--- config.mk ---
export PLATFORM = sky130hd
export DESIGN_NAME = ata_pio_sector_sequencer
export DESIGN_NICKNAME = d
export VERILOG_FILES = /design/src/rtl/core/atapio_pkg.sv /design/src/rtl/core/atapio_front.sv /design/src/rtl/core/atapio_queue.sv /design/src/rtl/core/atapio_back.sv /design/src/rtl/core/ata_pio_sector_sequencer.sv
export SDC_FILE = /design/constraint.sdc
export NUM_CORES = 1
export LEC_CHECK = 0
export BUFFER_PORTS_ARGS = -buffer_cell sky130_fd_sc_hd__buf_4
export CORE_UTILIZATION = 45
export CTS_BUF_LIST = sky130_fd_sc_hd__clkbuf_4
export DETAILED_ROUTE_END_ITERATION = 10
export PLACE_DENSITY = 0.72
export RECOVER_POWER = 50
export SKIP_CTS_REPAIR_TIMING = 1
export SYNTH_ARGS = -nofsm -noshare
export SYNTH_HDL_FRONTEND = slang
export SYNTH_SLANG_ARGS = --single-unit
--- constraint.sdc ---
create_clock -name clk -period 4.1 [get_ports clk]
set_input_delay 0.82 -clock clk [delete_from_list [all_inputs] [get_ports clk]]
set_output_delay 0.82 -clock clk [all_outputs]
set_load 0.01 [all_outputs]
--- src/rtl/core/atapio_pkg.sv ---
// Shared types and constants for the ATA PIO sector sequencer.
package atapio_pkg;

  localparam int BLOCK_BYTES    = 512;
  localparam int IDENTIFY_WORDS = 62;
  localparam int QUEUE_DEPTH    = 4;

  localparam int WC_W = 16;
  localparam logic [WC_W-1:0] BLOCK_WORDS = WC_W'((BLOCK_BYTES + 1) / 2);
  localparam logic [WC_W-1:0] ID_WORDS    = WC_W'(IDENTIFY_WORDS);

  // input request types
  localparam logic [1:0] REQ_HOST_CMD  = 2'd0;
  localparam logic [1:0] REQ_DRV_RESP  = 2'd1;
  localparam logic [1:0] REQ_HOST_WORD = 2'd2;

  // host commands
  localparam logic [1:0] CMD_IDENTIFY = 2'd0;
  localparam logic [1:0] CMD_READ     = 2'd1;
  localparam logic [1:0] CMD_WRITE    = 2'd2;

  // result kinds
  localparam logic [1:0] KIND_BUS_RD = 2'd0;
  localparam logic [1:0] KIND_BUS_WR = 2'd1;
  localparam logic [1:0] KIND_HOST   = 2'd2;
  localparam logic [1:0] KIND_DONE   = 2'd3;

  // task-file registers
  localparam logic [2:0] REG_DATA   = 3'd0;
  localparam logic [2:0] REG_COUNT  = 3'd2;
  localparam logic [2:0] REG_LBA0   = 3'd3;
  localparam logic [2:0] REG_LBA1   = 3'd4;
  localparam logic [2:0] REG_LBA2   = 3'd5;
  localparam logic [2:0] REG_DEVICE = 3'd6;
  localparam logic [2:0] REG_CMD    = 3'd7;

  // drive constants
  localparam logic [15:0] DEV_CHS     = 16'h00A0;
  localparam logic [3:0]  DEV_LBA_HI  = 4'hE;
  localparam logic [15:0] ATA_IDENT   = 16'h00EC;
  localparam logic [15:0] ATA_RD_SECT = 16'h0021;
  localparam logic [15:0] ATA_WR_SECT = 16'h0031;
  localparam int ST_BSY_BIT  = 7;
  localparam int ST_DRDY_BIT = 6;
  localparam int ST_DRQ_BIT  = 3;
  localparam int ID_LBA_BIT  = 9;
  localparam logic [WC_W-1:0] ID_W_CAPS = WC_W'(49);
  localparam logic [WC_W-1:0] ID_W_SZLO = WC_W'(60);
  localparam logic [WC_W-1:0] ID_W_SZHI = WC_W'(61);

  // jobs handed from front to back
  typedef logic [3:0] job_op_t;
  localparam job_op_t JOB_ID_START = 4'd0;  // wr device A0, poll
  localparam job_op_t JOB_POLL     = 4'd1;  // poll status
  localparam job_op_t JOB_ID_CMD   = 4'd2;  // wr identify cmd, poll
  localparam job_op_t JOB_RD_DATA  = 4'd3;  // read data reg
  localparam job_op_t JOB_ID_DONE  = 4'd4;  // identify done
  localparam job_op_t JOB_SETUP    = 4'd5;  // task file + cmd, poll
  localparam job_op_t JOB_HW_NEXT  = 4'd6;  // host word, read data reg
  localparam job_op_t JOB_HW_DONE  = 4'd7;  // host word, done
  localparam job_op_t JOB_WR       = 4'd8;  // wr data reg
  localparam job_op_t JOB_WR_DONE  = 4'd9;  // wr data reg, done

  typedef struct packed {
    job_op_t     op;
    logic [15:0] word;
    logic [27:0] lba;
    logic        is_write;
    logic        lba_flag;
    logic [31:0] size;
  } job_t;

endpackage

--- src/rtl/core/atapio_front.sv ---
// Front end: accepts items, tracks the protocol phase and issues jobs.
module atapio_front (
  input  logic               clk,
  input  logic               rst_n,
  input  logic               in_valid,
  input  logic [1:0]         in_req_type,
  input  logic [1:0]         in_command,
  input  logic [27:0]        in_block_number,
  input  logic [15:0]        in_bus_data,
  input  logic [15:0]        in_host_word,
  input  logic               q_full,
  output logic               q_push,
  output atapio_pkg::job_t   q_job
);
  import atapio_pkg::*;

  localparam logic [3:0] PH_IDLE    = 4'd0;
  localparam logic [3:0] PH_ID_DRDY = 4'd1;
  localparam logic [3:0] PH_ID_BSY  = 4'd2;
  localparam logic [3:0] PH_ID_DRQ  = 4'd3;
  localparam logic [3:0] PH_ID_DATA = 4'd4;
  localparam logic [3:0] PH_SET_BSY = 4'd5;
  localparam logic [3:0] PH_XF_DRQ  = 4'd6;
  localparam logic [3:0] PH_XF_BSY  = 4'd7;
  localparam logic [3:0] PH_RD_DATA = 4'd8;
  localparam logic [3:0] PH_WR_DATA = 4'd9;

  logic [3:0]      phase_r, phase_nxt;
  logic [1:0]      op_kind_r, op_kind_nxt;
  logic [27:0]     lba_r, lba_nxt;
  logic [WC_W-1:0] wc_r, wc_nxt;
  logic            lba_flag_r, lba_flag_nxt;
  logic [31:0]     total_r, total_nxt;

  logic            accept;
  logic [WC_W-1:0] wc_inc;
  logic [7:0]      st;

  assign accept = in_valid && !q_full;
  assign wc_inc = wc_r + WC_W'(1);
  assign st     = in_bus_data[7:0];

  always_comb begin
    phase_nxt    = phase_r;
    op_kind_nxt  = op_kind_r;
    lba_nxt      = lba_r;
    wc_nxt       = wc_r;
    lba_flag_nxt = lba_flag_r;
    total_nxt    = total_r;
    q_push       = 1'b0;
    q_job        = '0;
    q_job.word   = in_host_word;
    if (accept) begin
      case (in_req_type)
        REQ_HOST_CMD: begin
          if (phase_r == PH_IDLE && in_command == CMD_IDENTIFY) begin
            op_kind_nxt  = CMD_IDENTIFY;
            lba_flag_nxt = 1'b0;
            q_push       = 1'b1;
            q_job.op     = JOB_ID_START;
            phase_nxt    = PH_ID_DRDY;
          end else if (phase_r == PH_IDLE &&
                       (in_command == CMD_READ || in_command == CMD_WRITE)) begin
            op_kind_nxt = in_command;
            lba_nxt     = in_block_number;
            q_push      = 1'b1;
            q_job.op    = JOB_POLL;
            phase_nxt   = PH_SET_BSY;
          end
        end
        REQ_DRV_RESP: begin
          case (phase_r)
            PH_ID_DRDY: begin
              q_push   = 1'b1;
              q_job.op = JOB_POLL;
              if (st[ST_DRDY_BIT]) phase_nxt = PH_ID_BSY;
            end
            PH_ID_BSY: begin
              q_push = 1'b1;
              if (st[ST_BSY_BIT]) begin
                q_job.op = JOB_POLL;
              end else begin
                q_job.op  = JOB_ID_CMD;
                phase_nxt = PH_ID_DRQ;
              end
            end
            PH_ID_DRQ: begin
              q_push = 1'b1;
              if (!st[ST_DRQ_BIT]) begin
                q_job.op = JOB_POLL;
              end else begin
                wc_nxt    = '0;
                q_job.op  = JOB_RD_DATA;
                phase_nxt = PH_ID_DATA;
              end
            end
            PH_ID_DATA: begin
              if (wc_r == ID_W_CAPS) begin
                lba_flag_nxt = in_bus_data[ID_LBA_BIT];
              end else if (wc_r == ID_W_SZLO) begin
                total_nxt = {total_r[31:16], in_bus_data};
              end else if (wc_r == ID_W_SZHI) begin
                total_nxt = {in_bus_data, total_r[15:0]};
              end
              wc_nxt = wc_inc;
              q_push = 1'b1;
              if (wc_inc < ID_WORDS) begin
                q_job.op = JOB_RD_DATA;
              end else begin
                q_job.op       = JOB_ID_DONE;
                q_job.lba_flag = lba_flag_nxt;
                q_job.size     = total_nxt;
                phase_nxt      = PH_IDLE;
              end
            end
            PH_SET_BSY: begin
              q_push = 1'b1;
              if (st[ST_BSY_BIT]) begin
                q_job.op = JOB_POLL;
              end else begin
                q_job.op       = JOB_SETUP;
                q_job.lba      = lba_r;
                q_job.is_write = (op_kind_r == CMD_WRITE);
                phase_nxt      = PH_XF_DRQ;
              end
            end
            PH_XF_DRQ: begin
              q_push   = 1'b1;
              q_job.op = JOB_POLL;
              if (st[ST_DRQ_BIT]) phase_nxt = PH_XF_BSY;
            end
            PH_XF_BSY: begin
              if (st[ST_BSY_BIT]) begin
                q_push   = 1'b1;
                q_job.op = JOB_POLL;
              end else begin
                wc_nxt = '0;
                if (op_kind_r == CMD_WRITE) begin
                  phase_nxt = PH_WR_DATA;
                end else begin
                  q_push    = 1'b1;
                  q_job.op  = JOB_RD_DATA;
                  phase_nxt = PH_RD_DATA;
                end
              end
            end
            PH_RD_DATA: begin
              wc_nxt     = wc_inc;
              q_push     = 1'b1;
              q_job.word = in_bus_data;
              if (wc_inc < BLOCK_WORDS) begin
                q_job.op = JOB_HW_NEXT;
              end else begin
                q_job.op  = JOB_HW_DONE;
                phase_nxt = PH_IDLE;
              end
            end
            default: begin
            end
          endcase
        end
        REQ_HOST_WORD: begin
          if (phase_r == PH_WR_DATA) begin
            wc_nxt = wc_inc;
            q_push = 1'b1;
            if (wc_inc >= BLOCK_WORDS) begin
              q_job.op  = JOB_WR_DONE;
              phase_nxt = PH_IDLE;
            end else begin
              q_job.op = JOB_WR;
            end
          end
        end
        default: begin
        end
      endcase
    end
  end

  always_ff @(posedge clk) begin
    if (!rst_n) begin
      phase_r    <= PH_IDLE;
      op_kind_r  <= '0;
      lba_r      <= '0;
      wc_r       <= '0;
      lba_flag_r <= 1'b0;
      total_r    <= '0;
    end else begin
      phase_r    <= phase_nxt;
      op_kind_r  <= op_kind_nxt;
      lba_r      <= lba_nxt;
      wc_r       <= wc_nxt;
      lba_flag_r <= lba_flag_nxt;
      total_r    <= total_nxt;
    end
  end

endmodule

--- src/rtl/core/atapio_queue.sv ---
// Job queue between front and back ends.
module atapio_queue #(
  parameter int DEPTH = atapio_pkg::QUEUE_DEPTH
) (
  input  logic               clk,
  input  logic               rst_n,
  input  logic               push,
  input  atapio_pkg::job_t   push_job,
  input  logic               pop,
  output atapio_pkg::job_t   head_job,
  output logic               full,
  output logic               empty
);
  import atapio_pkg::*;

  localparam int PTR_W = (DEPTH > 1) ? $clog2(DEPTH) : 1;
  localparam int CNT_W = $clog2(DEPTH + 1);
  localparam logic [PTR_W-1:0] PTR_LAST = PTR_W'(DEPTH - 1);
  localparam logic [CNT_W-1:0] CNT_FULL = CNT_W'(DEPTH);

  job_t             mem [DEPTH];
  job_t             head_r;
  logic [PTR_W-1:0] wr_ptr_r, wr_ptr_nxt;
  logic [PTR_W-1:0] rd_ptr_r, rd_ptr_nxt;
  logic [CNT_W-1:0] cnt_r, cnt_nxt;
  logic             do_push, do_pop;

  assign full     = (cnt_r == CNT_FULL);
  assign empty    = (cnt_r == '0);
  assign do_push  = push && !full;
  assign do_pop   = pop && !empty;
  assign head_job = head_r;

  always_comb begin
    wr_ptr_nxt = wr_ptr_r;
    rd_ptr_nxt = rd_ptr_r;
    cnt_nxt    = cnt_r;
    if (do_push) wr_ptr_nxt = (wr_ptr_r == PTR_LAST) ? '0 : wr_ptr_r + PTR_W'(1);
    if (do_pop)  rd_ptr_nxt = (rd_ptr_r == PTR_LAST) ? '0 : rd_ptr_r + PTR_W'(1);
    if (do_push && !do_pop) cnt_nxt = cnt_r + CNT_W'(1);
    else if (do_pop && !do_push) cnt_nxt = cnt_r - CNT_W'(1);
  end

  always_ff @(posedge clk) begin
    if (do_push) mem[wr_ptr_r] <= push_job;
  end

  // head register tracks the entry at the next read pointer, with write bypass
  always_ff @(posedge clk) begin
    if (do_push && wr_ptr_r == rd_ptr_nxt) head_r <= push_job;
    else head_r <= mem[rd_ptr_nxt];
  end

  always_ff @(posedge clk) begin
    if (!rst_n) begin
      wr_ptr_r <= '0;
      rd_ptr_r <= '0;
      cnt_r    <= '0;
    end else begin
      wr_ptr_r <= wr_ptr_nxt;
      rd_ptr_r <= rd_ptr_nxt;
      cnt_r    <= cnt_nxt;
    end
  end

endmodule

--- src/rtl/core/atapio_back.sv ---
// Back end: expands each job into result items, one per cycle while out_stall is low.
module atapio_back (
  input  logic               clk,
  input  logic               rst_n,
  input  atapio_pkg::job_t   head_job,
  input  logic               q_empty,
  output logic               q_pop,
  output logic               out_valid,
  input  logic               out_stall,
  output logic [1:0]         out_result_kind,
  output logic [2:0]         out_reg_index,
  output logic [15:0]        out_bus_word,
  output logic [15:0]        out_host_word_out,
  output logic               out_lba_supported,
  output logic [31:0]        out_disk_size,
  output logic               out_last
);
  import atapio_pkg::*;

  logic [2:0]  step_r, step_nxt;
  logic        out_valid_r;
  logic [1:0]  kind_r, kind_c;
  logic [2:0]  reg_r, reg_c;
  logic [15:0] bw_r, bw_c;
  logic [15:0] hw_r, hw_c;
  logic        lf_r, lf_c;
  logic [31:0] ds_r, ds_c;
  logic        last_r, last_c;
  logic        load;

  assign load = !q_empty && (!out_valid_r || !out_stall);

  always_comb begin
    kind_c = KIND_BUS_RD;
    reg_c  = REG_CMD;
    bw_c   = '0;
    hw_c   = '0;
    lf_c   = 1'b0;
    ds_c   = '0;
    last_c = 1'b1;
    case (head_job.op)
      JOB_ID_START: begin
        last_c = (step_r == 3'd1);
        if (step_r == 3'd0) begin
          kind_c = KIND_BUS_WR;
          reg_c  = REG_DEVICE;
          bw_c   = DEV_CHS;
        end
      end
      JOB_POLL: begin
      end
      JOB_ID_CMD: begin
        last_c = (step_r == 3'd1);
        if (step_r == 3'd0) begin
          kind_c = KIND_BUS_WR;
          bw_c   = ATA_IDENT;
        end
      end
      JOB_RD_DATA: begin
        reg_c = REG_DATA;
      end
      JOB_ID_DONE: begin
        kind_c = KIND_DONE;
        reg_c  = REG_DATA;
        lf_c   = head_job.lba_flag;
        ds_c   = head_job.size;
      end
      JOB_SETUP: begin
        last_c = (step_r == 3'd6);
        kind_c = KIND_BUS_WR;
        case (step_r)
          3'd0: begin reg_c = REG_COUNT;  bw_c = 16'd1; end
          3'd1: begin reg_c = REG_LBA0;   bw_c = {8'd0, head_job.lba[7:0]}; end
          3'd2: begin reg_c = REG_LBA1;   bw_c = {8'd0, head_job.lba[15:8]}; end
          3'd3: begin reg_c = REG_LBA2;   bw_c = {8'd0, head_job.lba[23:16]}; end
          3'd4: begin
            reg_c = REG_DEVICE;
            bw_c  = {8'd0, DEV_LBA_HI, head_job.lba[27:24]};
          end
          3'd5: begin
            reg_c = REG_CMD;
            bw_c  = head_job.is_write ? ATA_WR_SECT : ATA_RD_SECT;
          end
          default: begin
            kind_c = KIND_BUS_RD;
            reg_c  = REG_CMD;
          end
        endcase
      end
      JOB_HW_NEXT: begin
        last_c = (step_r == 3'd1);
        reg_c  = REG_DATA;
        if (step_r == 3'd0) begin
          kind_c = KIND_HOST;
          hw_c   = head_job.word;
        end
      end
      JOB_HW_DONE: begin
        last_c = (step_r == 3'd1);
        reg_c  = REG_DATA;
        if (step_r == 3'd0) begin
          kind_c = KIND_HOST;
          hw_c   = head_job.word;
        end else begin
          kind_c = KIND_DONE;
        end
      end
      JOB_WR: begin
        kind_c = KIND_BUS_WR;
        reg_c  = REG_DATA;
        bw_c   = head_job.word;
      end
      JOB_WR_DONE: begin
        last_c = (step_r == 3'd1);
        reg_c  = REG_DATA;
        if (step_r == 3'd0) begin
          kind_c = KIND_BUS_WR;
          bw_c   = head_job.word;
        end else begin
          kind_c = KIND_DONE;
        end
      end
      default: begin
        kind_c = KIND_DONE;
        reg_c  = REG_DATA;
      end
    endcase
  end

  assign q_pop    = load && last_c;
  assign step_nxt = load ? (last_c ? 3'd0 : step_r + 3'd1) : step_r;

  always_ff @(posedge clk) begin
    if (!rst_n) begin
      step_r      <= '0;
      out_valid_r <= 1'b0;
    end else begin
      step_r <= step_nxt;
      if (load) out_valid_r <= 1'b1;
      else if (!out_stall) out_valid_r <= 1'b0;
    end
  end

  always_ff @(posedge clk) begin
    if (load) begin
      kind_r <= kind_c;
      reg_r  <= reg_c;
      bw_r   <= bw_c;
      hw_r   <= hw_c;
      lf_r   <= lf_c;
      ds_r   <= ds_c;
      last_r <= last_c;
    end
  end

  assign out_valid         = out_valid_r;
  assign out_result_kind   = kind_r;
  assign out_reg_index     = reg_r;
  assign out_bus_word      = bw_r;
  assign out_host_word_out = hw_r;
  assign out_lba_supported = lf_r;
  assign out_disk_size     = ds_r;
  assign out_last          = last_r;

endmodule

--- src/rtl/core/ata_pio_sector_sequencer.sv ---
// Top level of the ATA PIO LBA28 sector sequencer.
//
//   channel | direction | handshake          | carries
//   in_     | input     | in_valid/in_stall   | host command, drive response or host word
//   out_    | output    | out_valid/out_stall | bus access, host word or done
//
// The front end takes one item per cycle while in_stall is low and turns it
// into at most one job. The back end emits one result per cycle while
// out_stall is low; a job yields 1 to 7 results (setup: 7).
// A QUEUE_DEPTH job queue separates them; in_stall rises only when it is full.
// rst_n is synchronous; it clears phase, counters, queue and output valid.
// out_stall holds the output register; the queue keeps filling behind it.
module ata_pio_sector_sequencer #(
  parameter int QUEUE_DEPTH = atapio_pkg::QUEUE_DEPTH
) (
  input  logic        clk,
  input  logic        rst_n,
  input  logic        in_valid,
  output logic        in_stall,
  input  logic [1:0]  in_req_type,
  input  logic [1:0]  in_command,
  input  logic [27:0] in_block_number,
  input  logic [15:0] in_bus_data,
  input  logic [15:0] in_host_word,
  output logic        out_valid,
  input  logic        out_stall,
  output logic [1:0]  out_result_kind,
  output logic [2:0]  out_reg_index,
  output logic [15:0] out_bus_word,
  output logic [15:0] out_host_word_out,
  output logic        out_lba_supported,
  output logic [31:0] out_disk_size,
  output logic        out_last
);
  import atapio_pkg::*;

  job_t push_job, head_job;
  logic q_push, q_pop, q_full, q_empty;

  assign in_stall = q_full;

  atapio_front u_front (
    .clk             (clk),
    .rst_n           (rst_n),
    .in_valid        (in_valid),
    .in_req_type     (in_req_type),
    .in_command      (in_command),
    .in_block_number (in_block_number),
    .in_bus_data     (in_bus_data),
    .in_host_word    (in_host_word),
    .q_full          (q_full),
    .q_push          (q_push),
    .q_job           (push_job)
  );

  atapio_queue #(
    .DEPTH (QUEUE_DEPTH)
  ) u_queue (
    .clk      (clk),
    .rst_n    (rst_n),
    .push     (q_push),
    .push_job (push_job),
    .pop      (q_pop),
    .head_job (head_job),
    .full     (q_full),
    .empty    (q_empty)
  );

  atapio_back u_back (
    .clk               (clk),
    .rst_n             (rst_n),
    .head_job          (head_job),
    .q_empty           (q_empty),
    .q_pop             (q_pop),
    .out_valid         (out_valid),
    .out_stall         (out_stall),
    .out_result_kind   (out_result_kind),
    .out_reg_index     (out_reg_index),
    .out_bus_word      (out_bus_word),
    .out_host_word_out (out_host_word_out),
    .out_lba_supported (out_lba_supported),
    .out_disk_size     (out_disk_size),
    .out_last          (out_last)
  );

  a_no_push_full: assert property (@(posedge clk) disable iff (!rst_n)
    q_push |-> !q_full)
    else $error("job pushed into full queue");

  a_done_is_last: assert property (@(posedge clk) disable iff (!rst_n)
    (out_valid && out_result_kind == KIND_DONE) |-> out_last)
    else $error("done item not marked last");

  a_reg_zero: assert property (@(posedge clk) disable iff (!rst_n)
    (out_valid && (out_result_kind == KIND_HOST || out_result_kind == KIND_DONE))
      |-> (out_reg_index == REG_DATA))
    else $error("register index set on host or done item");

  a_pop_on_last: assert property (@(posedge clk) disable iff (!rst_n)
    q_pop |=> (out_valid && out_last))
    else $error("job retired without a last item");

endmodule

==> results.cfg <==
[power]
p_sw_mw = 3.77
p_per_area_nw_per_um2 = 551
p_total_mw = 13.0
power.internal_mw = 9.23
p_clk_share_pct = 30.5
seqPwrFrac_pct = 47.9
power.share.combinational_pct = 21.6
max-vdd-ir-drop_v = 0.000301
p_leak_nw = 7.87
p_sw_share_pct = 29.0

[yosys]
yosysTopAreaCellShare_pct = 57.8
synth_compound_area_share_pct = 5.75
netlist_area_sq_um = 20700
synth_seq_area_share_pct = 67.0
syn-num-nets = 1504
synth_xor_area_share_pct = 0.464
syn_avg_cell_area_sq_um = 14.7
yosys-top-cells-area = edfxtp_1, dfxtp_1, mux4_2, nand2_1, a21oi_1
synth-main-ff-cell = edfxtp_1
synthAdderAreaFrac_pct = 1.24
synthArstFlopShare_pct = 0
yosys.area.top_type = edfxtp_1
synth_seq_cells = 495
synth_top_family_by_area = multiplexers
synth_cells = 1416
synth_edf_count = 399
synth.mux.area_fraction_pct = 11.7
yosysWarnings = 0
ys_types = 90
yosys.area_share.simple_pct = 11.5

[global_routing]
grt_max_degree = 73
grt_antenna_before_repair = 1
grt_pass1_wl_mm = 70.4
track_usage_pct = 19.8
gr-total-overflow = 0
first_global_vias = 12500

[run]
drv_cap = 5

[worst_setup_path]
cp.arrival_ns = 4.21
worstSetupPathType = flip-flop to flip-flop
path_max_fanout = 32
start_kind = flip-flop
crit_required_ns = 4.60
cp-end-kind = flip-flop

[timing]
relSlewSlack_pct = -27.0
hold_viol = 0
fin_crit_ns = 3.72
setup_tns_ns = 0
rsz0062_at_grt = false
max_freq_ghz = 0.269
fin_crit_sh_pct = 90.7
maxSlewViolCount = 208
tightestPinTransition_ns = 1.91
skew_ns = 0.0774
setup_viol = 0

[floorplan]
initial_core_util_pct = 45.7
rows = 78
core_area_sq_um = 45400
die_area_sq_um = 47000
die_w_um = 217
die_y_um = 217
io_pins = 141

[hold_path]
min_path_type = primary input to flip-flop

[route]
drtIter0Drc = 1135
drt_pass1_iterations = 6
vias_per_cell = 5.46
wl_per_cell_um = 19.9
via_count = 12600
postRouteAntennaNets = 0
wirelength_mm = 45.8
post-route-drc-count = 0

[cts]
cts_tree = built
cts_max_level = 3
clkTransAtPathRegs_ns = 0.06
cts_root_buffer = clkbuf_4
clk-insertion-delay-late_ns = 0.87
clock_sinks = 495
cts_buffers = 118
cts_max_path_buffers = 3

[layout]
multi_input_area_sq_um = 6300
fin_area_sq_um = 23600
syn_to_final_growth_pct = 13.9
instances_no_fill = 2309
nNetsFinal = 1706
regArea_sq_um = 13900
layout-drive-gt1-share_pct = 23.9
n_fill_cell = 3810

[status]
violations = capacitance limit, slew limit
outcome = complete, but fails checks

[place]
port_buffers = 140
dp_hpwl_mm = 29.4
placed_area_sq_um = 22500
gp_congestion = 0.834
place_inst = 2098
==> critical path, cell delays in order, from the launching register on <==
cell and delay (ns):
dfxtp_1 0.48, or2_0 0.43, nor3_1 0.49, nand3b_1 0.25, a311oi_1 0.51, clkbuf_1 0.33, and2_4 0.53, buf_12 0.29
==> cell usage after synthesis (15+ instances only) <==
cell	number
edfxtp_1	399
nand2_1	171
dfxtp_1	96
a21oi_1	93
mux4_2	82
nor2_1	64
and2_1	63
clkbuf_1	49
nor2b_1	41
mux2i_1	36
nor2_2	31
inv_1	24
o21ai_0	22
buf_2	21
ha_1	19
nor3_1	18
mux2_2	15
==> area by class of cell <==
type / count / share of cell area (%)
multi-input combinational: 813 / 26.7
clock inverter: 43 / 1.12
antenna: 1 / 0.0106
inverter: 25 / 0.397
tap: 600 / 3.18
clock buffer: 167 / 5.31
sequential: 495 / 58.9
timing repair buffer: 165 / 4.41
==> path summary, 6_finish.rpt <==
kind	end	startpoint	slack [ns]	cells after the start
setup / recovery	u_queue.mem[2][76]	u_front.phase_r[0]	0.38	7
hold / removal	u_front.lba_r[10]	in_block_number[10]	0.25	3
setup reg to reg	u_queue.mem[2][76]	u_front.phase_r[0]	0.38	7
hold reg to reg	u_front.lba_r[6]	u_front.lba_r[6]	0.45	2
==> routing by layer <==
layer	part of all wire (%)	wire length (um)	GRT usage [%]	vias up
li1	-	-	-	5805
met5	0	0	0	-
met4	2.3	1070	8.00	0
met1	42	19000	26.2	6214
met2	48	22200	31.9	524
met3	7.7	3530	4.25	72
==> state kept, by name, indices dropped and copies added (netlist names), named ones only <==
| signal | cells |
|---|---|
| u_queue.wr_ptr_r | 2 |
| u_back.out_valid | 1 |
| u_back.out_disk_size | 32 |
| u_queue.cnt_r | 3 |
| u_front.lba_r | 28 |
| u_queue.mem | 328 |
| u_front.lba_flag_r | 1 |
| u_back.out_lba_supported | 1 |
| u_front.wc_r | 16 |
| u_front.total_r | 32 |
| u_back.out_bus_word | 16 |
| u_front.op_kind_r | 2 |
| u_front.phase_r | 4 |
| u_back.step_r | 3 |
| u_back.out_reg_index | 3 |
| u_queue.rd_ptr_r | 2 |
| u_back.out_last | 1 |
| u_back.out_result_kind | 2 |
| u_back.out_host_word_out | 16 |
==> cell usage in the layout, fill, tap and decap left out, types with 24 or more instances in the layout <==
cell      instances
edfxtp_1        399
nand2_1         172
clkbuf_4        167
dfxtp_1          94
a21oi_1          93
mux4_2           82
clkbuf_1         78
buf_4            77
nor2_1           64
nor2b_1          42
and2_0           39
mux2i_1          36
clkinv_1         32
nor2_2           31
inv_1            24
==> stage by stage <==
step	hold WS (ns)	setup WS, ns	util (%)
after detailed placement	0.445	0.589	49.5
final	0.247	0.381	52.1
after global routing	0.192	0.192	52.1
after global placement	0.440	0.630	49.5
after floorplan	0.432	0.282	-
after CTS	0.145	0.495	52.9
==> power groups by stage <==
stage               clock (mW)  sequential, mW  combinational (mW)
CTS                       4.07            6.23                3.18
detailed placement           0            6.34                3.17
global route              4.31            6.28                3.02
floorplan                    0            6.45                1.82
finish                    3.96            6.23                2.82
global placement             0            6.32                3.13
==> cell families (layout without fill, tap and decap cells) <==
kind of cell | count (synthesis) | count (layout)
flip-flops | 495 | 495
adder cells (fa/ha/maj) | 20 | 20
buffers and inverters | 108 | 400
AO/OA/AOI/OAI | 185 | 185
AND/OR/NAND/NOR | 461 | 461
XOR/XNOR | 11 | 11
multiplexers | 136 | 136
other | 0 | 1
(Power assumes the default switching activity.)
